[src/hdl/ilra_pkg.sv]
// package for the signed 64-bit reduction alu
// types, operation codes and status codes; no dependencies
package ilra_pkg;
  localparam int unsigned DataW = 64;
  localparam int unsigned CntW  = 7;

  typedef enum logic [2:0] {
    OP_ADD = 3'd0,
    OP_SUB = 3'd1,
    OP_MUL = 3'd2,
    OP_DIV = 3'd3,
    OP_MOD = 3'd4
  } op_t;

  typedef enum logic [1:0] {
    ST_OK    = 2'd0,
    ST_TYPE  = 2'd1,
    ST_DIV0  = 2'd2,
    ST_RSVD  = 2'd3
  } status_t;

  typedef enum logic [2:0] {
    S_IDLE,
    S_MUL,
    S_DIV,
    S_FIX,
    S_OUT
  } state_t;

  // request to the serial arithmetic unit
  typedef struct packed {
    logic start;
    logic is_div;
  } sreq_t;

  typedef struct packed {
    logic done;
  } sresp_t;
endpackage

[src/hdl/ilra_serial.sv]
// bit-serial shift-add multiplier and restoring divider; the top feeds the divider magnitudes
// depends on ilra_pkg
module ilra_serial (
  input  logic                       clk,
  input  logic                       rst_n,
  input  ilra_pkg::sreq_t            req,
  input  logic [ilra_pkg::DataW-1:0] a,
  input  logic [ilra_pkg::DataW-1:0] b,
  output ilra_pkg::sresp_t           resp,
  output logic [ilra_pkg::DataW-1:0] prod,
  output logic [ilra_pkg::DataW-1:0] quo,
  output logic [ilra_pkg::DataW-1:0] rem
);
  import ilra_pkg::*;

  logic              busy_r, busy_nxt;
  logic              div_r, div_nxt;
  logic [CntW-1:0]   cnt_r, cnt_nxt;
  logic [DataW-1:0]  acc_r, acc_nxt;   // product or remainder
  logic [DataW-1:0]  sh_r, sh_nxt;     // multiplier bits or dividend/quotient
  logic [DataW-1:0]  op_r, op_nxt;     // multiplicand or divisor
  logic [DataW:0]    trial;

  always_comb begin
    busy_nxt = busy_r;
    div_nxt  = div_r;
    cnt_nxt  = cnt_r;
    acc_nxt  = acc_r;
    sh_nxt   = sh_r;
    op_nxt   = op_r;
    trial    = {acc_r, sh_r[DataW-1]} - {1'b0, op_r};
    resp.done = 1'b0;
    if (req.start) begin
      busy_nxt = 1'b1;
      div_nxt  = req.is_div;
      cnt_nxt  = '0;
      acc_nxt  = '0;
      sh_nxt   = req.is_div ? a : b;
      op_nxt   = req.is_div ? b : a;
    end else if (busy_r) begin
      if (div_r) begin
        if (!trial[DataW]) begin
          acc_nxt = trial[DataW-1:0];
          sh_nxt  = {sh_r[DataW-2:0], 1'b1};
        end else begin
          acc_nxt = {acc_r[DataW-2:0], sh_r[DataW-1]};
          sh_nxt  = {sh_r[DataW-2:0], 1'b0};
        end
      end else begin
        // lsb-first multiplier bit, multiplicand shifted left
        if (sh_r[0]) acc_nxt = acc_r + op_r;
        sh_nxt = {1'b0, sh_r[DataW-1:1]};
        op_nxt = {op_r[DataW-2:0], 1'b0};
      end
      cnt_nxt = cnt_r + 1'b1;
      if (cnt_r == CntW'(DataW - 1)) begin
        busy_nxt  = 1'b0;
        resp.done = 1'b1;
      end
    end
  end

  always_ff @(posedge clk) begin
    if (!rst_n) begin
      busy_r <= 1'b0;
      div_r  <= 1'b0;
      cnt_r  <= '0;
    end else begin
      busy_r <= busy_nxt;
      div_r  <= div_nxt;
      cnt_r  <= cnt_nxt;
    end
    acc_r <= acc_nxt;
    sh_r  <= sh_nxt;
    op_r  <= op_nxt;
  end

  assign prod = acc_r;
  assign quo  = sh_r;
  assign rem  = acc_r;
endmodule

[src/hdl/integer_list_reduce_alu_top.sv]
// top level of the signed 64-bit reduction alu: fold control and output register
// depends on ilra_pkg and ilra_serial
//
// channel  dir  tdata                     tuser
// in_      in   [63:0] operand            [2:0] func, [3] is_number, [4] empty_list
// out_     out  [63:0] result             [1:0] status
//
// add, subtract and the first word go from the request through S_FIX and back to idle
// multiply, divide and modulo run the bit-serial unit, which handles one bit per
// cycle (64 steps), then a result load in S_OUT and a fix-up in S_FIX
// synchronous active-low reset clears the fold state and the output valid
// a pending result holds while out_tready is low; no new request is taken then
module integer_list_reduce_alu_top (
  input  logic        clk,
  input  logic        rst_n,
  input  logic        in_tvalid,
  output logic        in_tready,
  input  logic [63:0] in_tdata,   // [63:0] operand
  input  logic [4:0]  in_tuser,   // [2:0] func, [3] is_number, [4] empty_list
  input  logic        in_tlast,
  output logic        out_tvalid,
  input  logic        out_tready,
  output logic [63:0] out_tdata,  // [63:0] result
  output logic [1:0]  out_tuser   // [1:0] status
);
  import ilra_pkg::*;

  state_t           state_r, state_nxt;
  logic [DataW-1:0] acc_r, acc_nxt;
  logic             seen_r, seen_nxt;
  logic [1:0]       err_r, err_nxt;
  // latched request
  logic [2:0]       func_r, func_nxt;
  logic             last_r, last_nxt;
  logic             first_r, first_nxt;
  logic             neg_r, neg_nxt;       // sign fix after the serial unit
  logic             rsgn_r, rsgn_nxt;     // remainder follows dividend sign
  // output register
  logic             ovalid_r, ovalid_nxt;
  logic [DataW-1:0] odata_r, odata_nxt;
  logic [1:0]       ostat_r, ostat_nxt;

  logic [2:0]       in_func;
  logic [DataW-1:0] x;
  logic [DataW-1:0] mag_a, mag_x;
  logic             x_num, x_empty, take;
  sreq_t            sreq;
  sresp_t           sresp;
  logic [DataW-1:0] prod, quo, rem;

  assign in_func = in_tuser[2:0];
  assign x       = in_tdata;
  assign x_num   = in_tuser[3];
  assign x_empty = in_tuser[4];
  assign mag_a   = acc_r[DataW-1] ? -acc_r : acc_r;
  assign mag_x   = x[DataW-1] ? -x : x;

  assign in_tready = (state_r == S_IDLE) && !ovalid_r;
  assign take      = in_tvalid && in_tready;

  ilra_serial u_serial (
    .clk  (clk),
    .rst_n(rst_n),
    .req  (sreq),
    .a    (sreq.is_div ? mag_a : acc_r),
    .b    (sreq.is_div ? mag_x : x),
    .resp (sresp),
    .prod (prod),
    .quo  (quo),
    .rem  (rem)
  );

  always_comb begin
    state_nxt  = state_r;
    acc_nxt    = acc_r;
    seen_nxt   = seen_r;
    err_nxt    = err_r;
    func_nxt   = func_r;
    last_nxt   = last_r;
    first_nxt  = first_r;
    neg_nxt    = neg_r;
    rsgn_nxt   = rsgn_r;
    ovalid_nxt = ovalid_r;
    odata_nxt  = odata_r;
    ostat_nxt  = ostat_r;
    sreq       = '0;
    if (ovalid_r && out_tready) ovalid_nxt = 1'b0;
    case (state_r)
      S_IDLE: begin
        if (take) begin
          func_nxt  = in_func;
          last_nxt  = in_tlast;
          first_nxt = !seen_r;
          if (x_empty) begin
            ovalid_nxt = 1'b1;
            ostat_nxt  = ST_OK;
            case (in_func)
              OP_ADD, OP_SUB: odata_nxt = '0;
              OP_MUL, OP_DIV: odata_nxt = DataW'(1);
              default: begin
                odata_nxt = '0;
                ostat_nxt = ST_TYPE;
              end
            endcase
            acc_nxt  = '0;
            seen_nxt = 1'b0;
            err_nxt  = ST_OK;
          end else begin
            seen_nxt  = 1'b1;
            state_nxt = S_FIX;
            if (!x_num) begin
              err_nxt = ST_TYPE;
            end else if (err_r == ST_OK) begin
              if (!seen_r) begin
                acc_nxt = x;
              end else begin
                case (in_func)
                  OP_ADD: acc_nxt = acc_r + x;
                  OP_SUB: acc_nxt = acc_r - x;
                  OP_MUL: begin
                    sreq.start = 1'b1;
                    state_nxt  = S_MUL;
                  end
                  OP_DIV, OP_MOD: begin
                    if (x == '0) begin
                      err_nxt = ST_DIV0;
                    end else begin
                      sreq.start  = 1'b1;
                      sreq.is_div = 1'b1;
                      neg_nxt     = acc_r[DataW-1] ^ x[DataW-1];
                      rsgn_nxt    = acc_r[DataW-1];
                      state_nxt   = S_DIV;
                    end
                  end
                  default: acc_nxt = acc_r;
                endcase
              end
            end
          end
        end
      end
      S_MUL: begin
        if (sresp.done) state_nxt = S_OUT;
      end
      S_DIV: begin
        if (sresp.done) state_nxt = S_OUT;
      end
      S_OUT: begin
        // serial result is registered and valid in the cycle after done
        if (func_r == OP_MUL) acc_nxt = prod;
        else if (func_r == OP_DIV) acc_nxt = neg_r ? -quo : quo;
        else acc_nxt = rsgn_r ? -rem : rem;
        state_nxt = S_FIX;
      end
      S_FIX: begin
        state_nxt = S_IDLE;
        if (last_r) begin
          ovalid_nxt = 1'b1;
          if (err_r != ST_OK) begin
            odata_nxt = '0;
            ostat_nxt = err_r;
          end else begin
            odata_nxt = (first_r && func_r == OP_SUB) ? -acc_r : acc_r;
            ostat_nxt = ST_OK;
          end
          acc_nxt  = '0;
          seen_nxt = 1'b0;
          err_nxt  = ST_OK;
        end
      end
      default: state_nxt = S_IDLE;
    endcase
  end

  always_ff @(posedge clk) begin
    if (!rst_n) begin
      state_r  <= S_IDLE;
      acc_r    <= '0;
      seen_r   <= 1'b0;
      err_r    <= ST_OK;
      ovalid_r <= 1'b0;
    end else begin
      state_r  <= state_nxt;
      acc_r    <= acc_nxt;
      seen_r   <= seen_nxt;
      err_r    <= err_nxt;
      ovalid_r <= ovalid_nxt;
    end
    func_r  <= func_nxt;
    last_r  <= last_nxt;
    first_r <= first_nxt;
    neg_r   <= neg_nxt;
    rsgn_r  <= rsgn_nxt;
    odata_r <= odata_nxt;
    ostat_r <= ostat_nxt;
  end

  assign out_tvalid = ovalid_r;
  assign out_tdata  = odata_r;
  assign out_tuser  = ostat_r;
endmodule
[config.mk]
export PLATFORM = sky130hd
export DESIGN_NAME = integer_list_reduce_alu_top
export DESIGN_NICKNAME = d
export VERILOG_FILES = /design/src/hdl/ilra_pkg.sv /design/src/hdl/ilra_serial.sv /design/src/hdl/integer_list_reduce_alu_top.sv
export SDC_FILE = /design/constraint.sdc
export NUM_CORES = 2
export LEC_CHECK = 0
export BUFFER_PORTS_ARGS = -buffer_cell sky130_fd_sc_hd__buf_2
export CAP_MARGIN = 20
export CORE_MARGIN = 1
export CORE_UTILIZATION = 55
export CTS_BUF_LIST = sky130_fd_sc_hd__clkbuf_4 sky130_fd_sc_hd__clkbuf_8
export DETAILED_ROUTE_END_ITERATION = 10
export GPL_TIMING_DRIVEN = 0
export PLACE_DENSITY = 0.76
export SETUP_SLACK_MARGIN = 0.2
export SYNTH_ARGS = -nofsm -noshare
export SYNTH_HDL_FRONTEND = slang
export SYNTH_SLANG_ARGS = --single-unit
[constraint.sdc]
create_clock -name clk -period 6.5 [get_ports clk]
set_clock_uncertainty 0.05 [all_clocks]
set_input_delay 0.975 -clock clk [delete_from_list [all_inputs] [get_ports clk]]
set_output_delay 0.975 -clock clk [all_outputs]
set_load 0.02 [all_outputs]
======== Word-level counts from Yosys, hierarchy flattened ========
Cells that the tools add are included.
operators by class
  add/subtract/negate cells ............... 9
  equality and inequality tests ........... 25
  mux-type cells .......................... 83
  bitwise logic cells ..................... 4
  reduce and logical (&&, ||, !) cells .... 29
operator list
  cell                 count
  $mux 64              30
  $neg 64->64          4
  $pmux 64 s2          2
  $pmux 64 s3          1
  $add 64x64->64       2
  $sub 65x64->65       1
  $logic_not 64->1     1
  $sub 64x64->64       1
  $mux 2               22
  $eq 3x2->1 const B   6
  $mux 1               18
  $ne 4x3->1 const B   3
  $pmux 2 s2           3
  $ne 2x2->1 const B   5
  $eq 3x1->1 const B   3
  $mux 3               3
  $pmux 3 s3           1
  $reduce_and 8->1     1
  $reduce_bool 2->1    4
  $reduce_or 2->1      4
  $add 7x1->7 const B  1
  $eq 7x6->1 const B   1
  $reduce_and 7->1     1
  $eq 3x3->1 const B   2
  18 further kinds     30
word-level totals
  bits in registers ....................... 345
  input port bits ......................... 74
  output and inout port bits .............. 68
  word-level logic and storage cells ...... 168

======== Longest topological paths before layout ========
  depth after elaboration ................. 12
  depth in mapped cells ................... 24
  depth with buffers taken out ............ 22

======== Cells and area by module ========
Synthesis repeated with hierarchy kept, for this count alone.
second synthesis, totals
  cells, all modules ...................... 4862
  area, all modules ....................... 37413.4 µm²
modules (own cells, without submodules)
  module                       times used  cells an instance  area each (µm²)  seq. area each (µm²)
  ilra_serial                  1           2334               19045.8          5305.1
  integer_list_reduce_alu_top  1           2528               18367.6          3613.5

======== Worst setup path after synthesis ========
Ideal clock, no wire load.
  path type ............................... input to register
  start ................................... in in_tdata[41]
  end ..................................... reg u_serial.op_r[0], enable pin
  setup time .............................. 1.045 ns
  data arrival time ....................... 5.613 ns
  required time ........................... 5.405 ns
  slack ................................... -0.208 ns
  stages .................................. 11
  buffers on the path ..................... 4
  path through ............................ clkbuf_1 > nor4_1 > or4b_2 > nor4_2 > nand4_1 > and2_1 > clkbuf_1 > o21ai_2 > buf_2 > buf_2 > o21ai_0
between the ends
  longest elaborated chain between the ends .. 11
  elaborated cells between the ends (all ways) .. 12
  classes of those cells .................. eq/ne (1); mux (8); reduce/logical (3)
RTL lines
  item                                                              line                                RTL
  start: declaration                                                integer_list_reduce_alu_top.sv:18   input logic [63:0] in_tdata,
  $logic_not 64->1 *                                                integer_list_reduce_alu_top.sv:125  if (x == '0) begin
  $mux 2 *                                                          integer_list_reduce_alu_top.sv:125
  $pmux 1 s2 *                                                      integer_list_reduce_alu_top.sv:117  case (in_func)
  $mux 2 *                                                          integer_list_reduce_alu_top.sv:114  if (!seen_r) begin
  $mux 2 *                                                          integer_list_reduce_alu_top.sv:113  end else if (err_r == ST_OK) begin
  $mux 2 *                                                          integer_list_reduce_alu_top.sv:111  if (!x_num) begin
  $mux 2 *                                                          integer_list_reduce_alu_top.sv:94   if (x_empty) begin
  $mux 2 *                                                          integer_list_reduce_alu_top.sv:90   if (take) begin
  $mux 2 *                                                          integer_list_reduce_alu_top.sv:88   case (state_r)
  $ne 2x2->1 (no line) / $reduce_bool 2->1 (equally long branches)  --
  $reduce_and 2->1 (no line) *                                      --
  end signal: assignment                                            ilra_serial.sv:75                   op_r <= op_nxt;
  end: declaration                                                  ilra_serial.sv:21                   logic [DataW-1:0] op_r, op_nxt;
Mark *: on every way between the ends. The rest lies on a longest branch, timed or not.
A chain may end at the register's enable or synchronous reset.

======== Worst setup path in the final report ========
  start ................................... in in_tdata[3]
  end ..................................... reg acc_r[60]
between the ends
  longest elaborated chain between the ends .. 8
  elaborated cells between the ends (all ways) .. 9
  classes of those cells .................. add/sub (2); mux (7)
RTL lines
  item                                                     line                                                                    RTL
  $sub 64x64->64 / $add 64x64->64 (equally long branches)  integer_list_reduce_alu_top.sv:119, integer_list_reduce_alu_top.sv:118
  $pmux 64 s2 *                                            integer_list_reduce_alu_top.sv:117
  $mux 64 *                                                integer_list_reduce_alu_top.sv:114
  $mux 64 *                                                integer_list_reduce_alu_top.sv:113
  $mux 64 *                                                integer_list_reduce_alu_top.sv:111
  $mux 64 *                                                integer_list_reduce_alu_top.sv:94
  $mux 64 *                                                integer_list_reduce_alu_top.sv:90
  $pmux 64 s3 *                                            integer_list_reduce_alu_top.sv:88
  end signal: assignment                                   integer_list_reduce_alu_top.sv:184                                      acc_r <= acc_nxt;
  end: declaration                                         integer_list_reduce_alu_top.sv:29                                       logic [DataW-1:0] acc_r, acc_nxt;
Mark *: on every way between the ends. The rest lies on a longest branch, timed or not. The select of a mux whose other input is x is not followed.

==> impl_results.md <==
* Fin crit period at 6150 ps
* Tot GR Track Use at 0.498
* Detail Route Antenna Nets at 0
* Slew Limit Fails at 0
* Most frequent cells in the layout: nand2_1, a21oi_1, nor2_1, o21ai_0, clkbuf_1
* Core area at between 0.06 and 0.07 mm2
* Tightest Pin Transition at between 1000 and 1500 ps
* Die footprint at roughly 0.067 mm2
* Worst hold path class: input pin to flip-flop
* Final WS setup at approximately 350 ps
* Worst-skew pair later-pin latency at approximately 720 ps
* Crit-path max FO at 7
* Clock tree buffer depth at 3
* First-pass GRT wire length at about 250 mm
* Die X at 259 um
* Iter 0 DRT Violations at between 6000 and 7000
* Post-place instance area at approximately 0.038 mm2
* Tot Pwr at 12.5 mW
* Post-Synthesis Cells at roughly 4700
* Port Buffers at 109
* CP peak stage delay at 480 ps
* Setup TNS at 0 ps
* RSZ-0062 raised after global routing: false
* Num CTS Buffers at 67
* NumNets Final at between 5000 and 6000
* Design area at roughly 0.040 mm2
* Area Growth Syn to Fin at 9.55%
* Largest net degree at the start of global routing at 65
* Dominant combinational cell family by area after synthesis: compound AO/OA/AOI/OAI gates
* Arr. time, crit path at 6690 ps
* Worst-path clk slew at 70 ps
* Post-synth ARST share at 0
* Hold Vio Cnt, Final at 0
* Gr ovfl total at 0
* Drt first pass iters at 9
* Post-CTS Hold Buffers at 0
* Setup crit start kind: input pin
* Synth Area in Compound Gates at 0.285
* Crit path buffers/inverters at 2
* Max Fclk at roughly 0.16 GHz
* Critical path capture point type: flip-flop
* VDD IR max at roughly 170 uV
* Final period utilization at 0.946
* Power Dens Cells at around 310 mW/mm2
* DR vias at between 40000 and 50000
* H-tree levels at 3
* Post-synthesis xor/xnor area fraction at 0.116
* Site Rows at 93
* Family with the most delay on the worst path: simple AND/OR/NAND/NOR gates
* Yosys warns at 0
* Avg Cell Area, Syn at 7.69 um2
* Fillers at 6073
* Vias in the first global route at 37299
* Hold wc startpoint: in_tlast
* Syn Std Cell Area at 0.0364 mm2
* Critical path class: input pin to flip-flop
* Antenna violations before repair at 8
* Slew HR at 0.0627
* CTS tree: yes
* RePlAce Congestion at 1.08
* Share of cells above drive strength 1 at 0.0775
* Post-Synth Adder-Cell Area at 0.0693
* Status: completed
* Post-synthesis simple-gate area fraction at 0.194
* Mux contribution to synthesized area at 0.0384
* Netlist cell types at between 100 and 150
* Pre-CTS WS at -1400 ps
* Seq/Total Area, Yosys at 0.245
* DR DRC count at 0
* EDFF count, synth at around 200
* Routed wire length per instance at 29.6 um
* Setup violators final at 0
* # IOs at 142
* Hold Slack at a little under 400 ps
* Yosys reg bits at approximately 350
* Routed vias/inst at 6.95
* Crit path from: in_tdata[3]
* Commonest non-fill, non-tap cell in the layout: nand2_1
* Ys flop type: edfxtp_1
* Hpwl dp at between 100 and 150 mm
* WL final at 173 mm
* Required time of the critical path at 7040 ps
* R2R Path Start: u_serial.quo[63]$_DFFE_PP_
* Crit-path cells: clkbuf_1 > or3_1 > or4_4 > or2_2 > or2_2 > or3_1 > clkbuf_1 > o31ai_2 > xor2_1 > ha_1 > and3_1 > and2_1 > and3_1 > nand3_1 > nand4_1 > a31oi_2 > o21ai_2 > a211oi_4 > o211ai_1 > o311a_1 > a22o_1
* Max-cap violations at 0
* DIE HEIGHT at between 200 and 300 um
* Slowest cell on crit path: or4_4
* Root Driver: clkbuf_8
* CTS Sinks at 345
* Leakage at 15.1 nW
* Post-synthesis net count at approximately 5000
* Initial Util at 0.561
-- cell usage after synthesis, drive strengths merged, types with 31 or more instances --
library cell,instances,area (um2)
a31oi,54,338
nand3,69,358
nand2b,39,244
xnor2,228,2000
buf,52,256
o22ai,40,250
inv,137,514
or2,36,228
a211oi,37,290
o31ai,86,669
nand2,540,2030
a21oi,396,1980
or4,41,327
nor3,96,497
mux2i,115,1150
nor2,381,1440
o21ai,382,1920
edfxtp,201,6040
a22oi,62,470
a21o,99,743
clkbuf,294,1100
xor2,256,2240
o221ai,114,998
dfxtp,144,2880
nand4,66,413
or3,90,578
o211ai,33,248
o21a,46,345
o21bai,36,270
ha,197,2460
o41ai,34,320
nor4,31,206
-- metrics by stage --
| step | utilization | instances |
|---|---|---|
| floorplan | - | 4733 |
| global placement | 0.586 | 5697 |
| detailed placement | 0.588 | 5709 |
| CTS | 0.612 | 5830 |
| global route | 0.614 | 5838 |
| finish | 0.614 | 5842 |
-- timing repair --
item / CTS / global route
pin swaps: 0 / 3
resized for setup: 7 / 18
gates cloned: 0 / 0
endpoints found under the setup margin: 13 / 51
buffers inserted: 0 / 3
-- cell type report --
type / count / area (um2) / area share
clock buffers: 91 / 1130 / 0.0284
flip-flops and latches: 345 / 8920 / 0.224
inverters: 137 / 514 / 0.0129
diodes: 7 / 17.5 / 0.000439
well taps: 855 / 1070 / 0.0268
multi-input cells: 3905 / 25800 / 0.646
repair buffers: 126 / 731 / 0.0183
plain buffers: 346 / 1360 / 0.0341
clock inverters: 30 / 383 / 0.00960
-- sequential cells by signal (all words and copies together), names as in the netlist, 2 cells and up --
register	cells
func_r	3
err_r	2
state_r	3
u_serial.quo	64
u_serial.cnt_r	7
u_serial.prod	64
acc_r	64
u_serial.op_r	64
out_tdata	64
out_tuser	2
-- final timing paths --
path                                     to  slack (ps)  cells past startpoint
max                  acc_r[60]$_SDFFE_PN0P_         350                     21
min                        last_r$_DFFE_PP_         400                      1
max reg2reg  u_serial.prod[63]$_SDFFE_PP0P_         570                     16
min reg2reg           err_r[1]$_SDFFE_PN0P_         450                      2
-- logic make-up after synthesis --
| kind of cell | after synthesis |
|---|---|
| compound gates | 1589 |
| xor+xnor | 484 |
| fa+ha+maj | 200 |
| buf+inv | 483 |
| flops | 345 |
| mux | 137 |
| simple gates | 1495 |
-- worst reg2reg max path: cells and delay by family, from the launching register on --
| kind | cells | cell delay (ps) |
|---|---|---|
| AO/OA/AOI/OAI | 9 | 3090 |
| buffers and inverters | 3 | 1010 |
| adder cells (fa/ha/maj) | 2 | 750 |
| AND/OR/NAND/NOR | 2 | 530 |
| flip-flops | 1 | 350 |
-- layer usage --
layer  vias up  global-route usage  part of all wire
met2      3358               0.719              0.40
li1      17932                   -                 -
met3       778               0.166              0.15
met5         -             0.00783           0.00083
met1     18525               0.635              0.37
met4        12               0.314             0.077
-- power breakdown --
group	internal, mW	total (mW)	leakage, nW	switching [mW]
registers	2.58	3.20	3.03	0.623
clock network	1.50	2.64	0.782	1.15
logic	2.40	6.62	11.3	4.21
total	6.48	12.5	15.1	5.98
No activity file was read; power rests on OpenSTA's default activity.
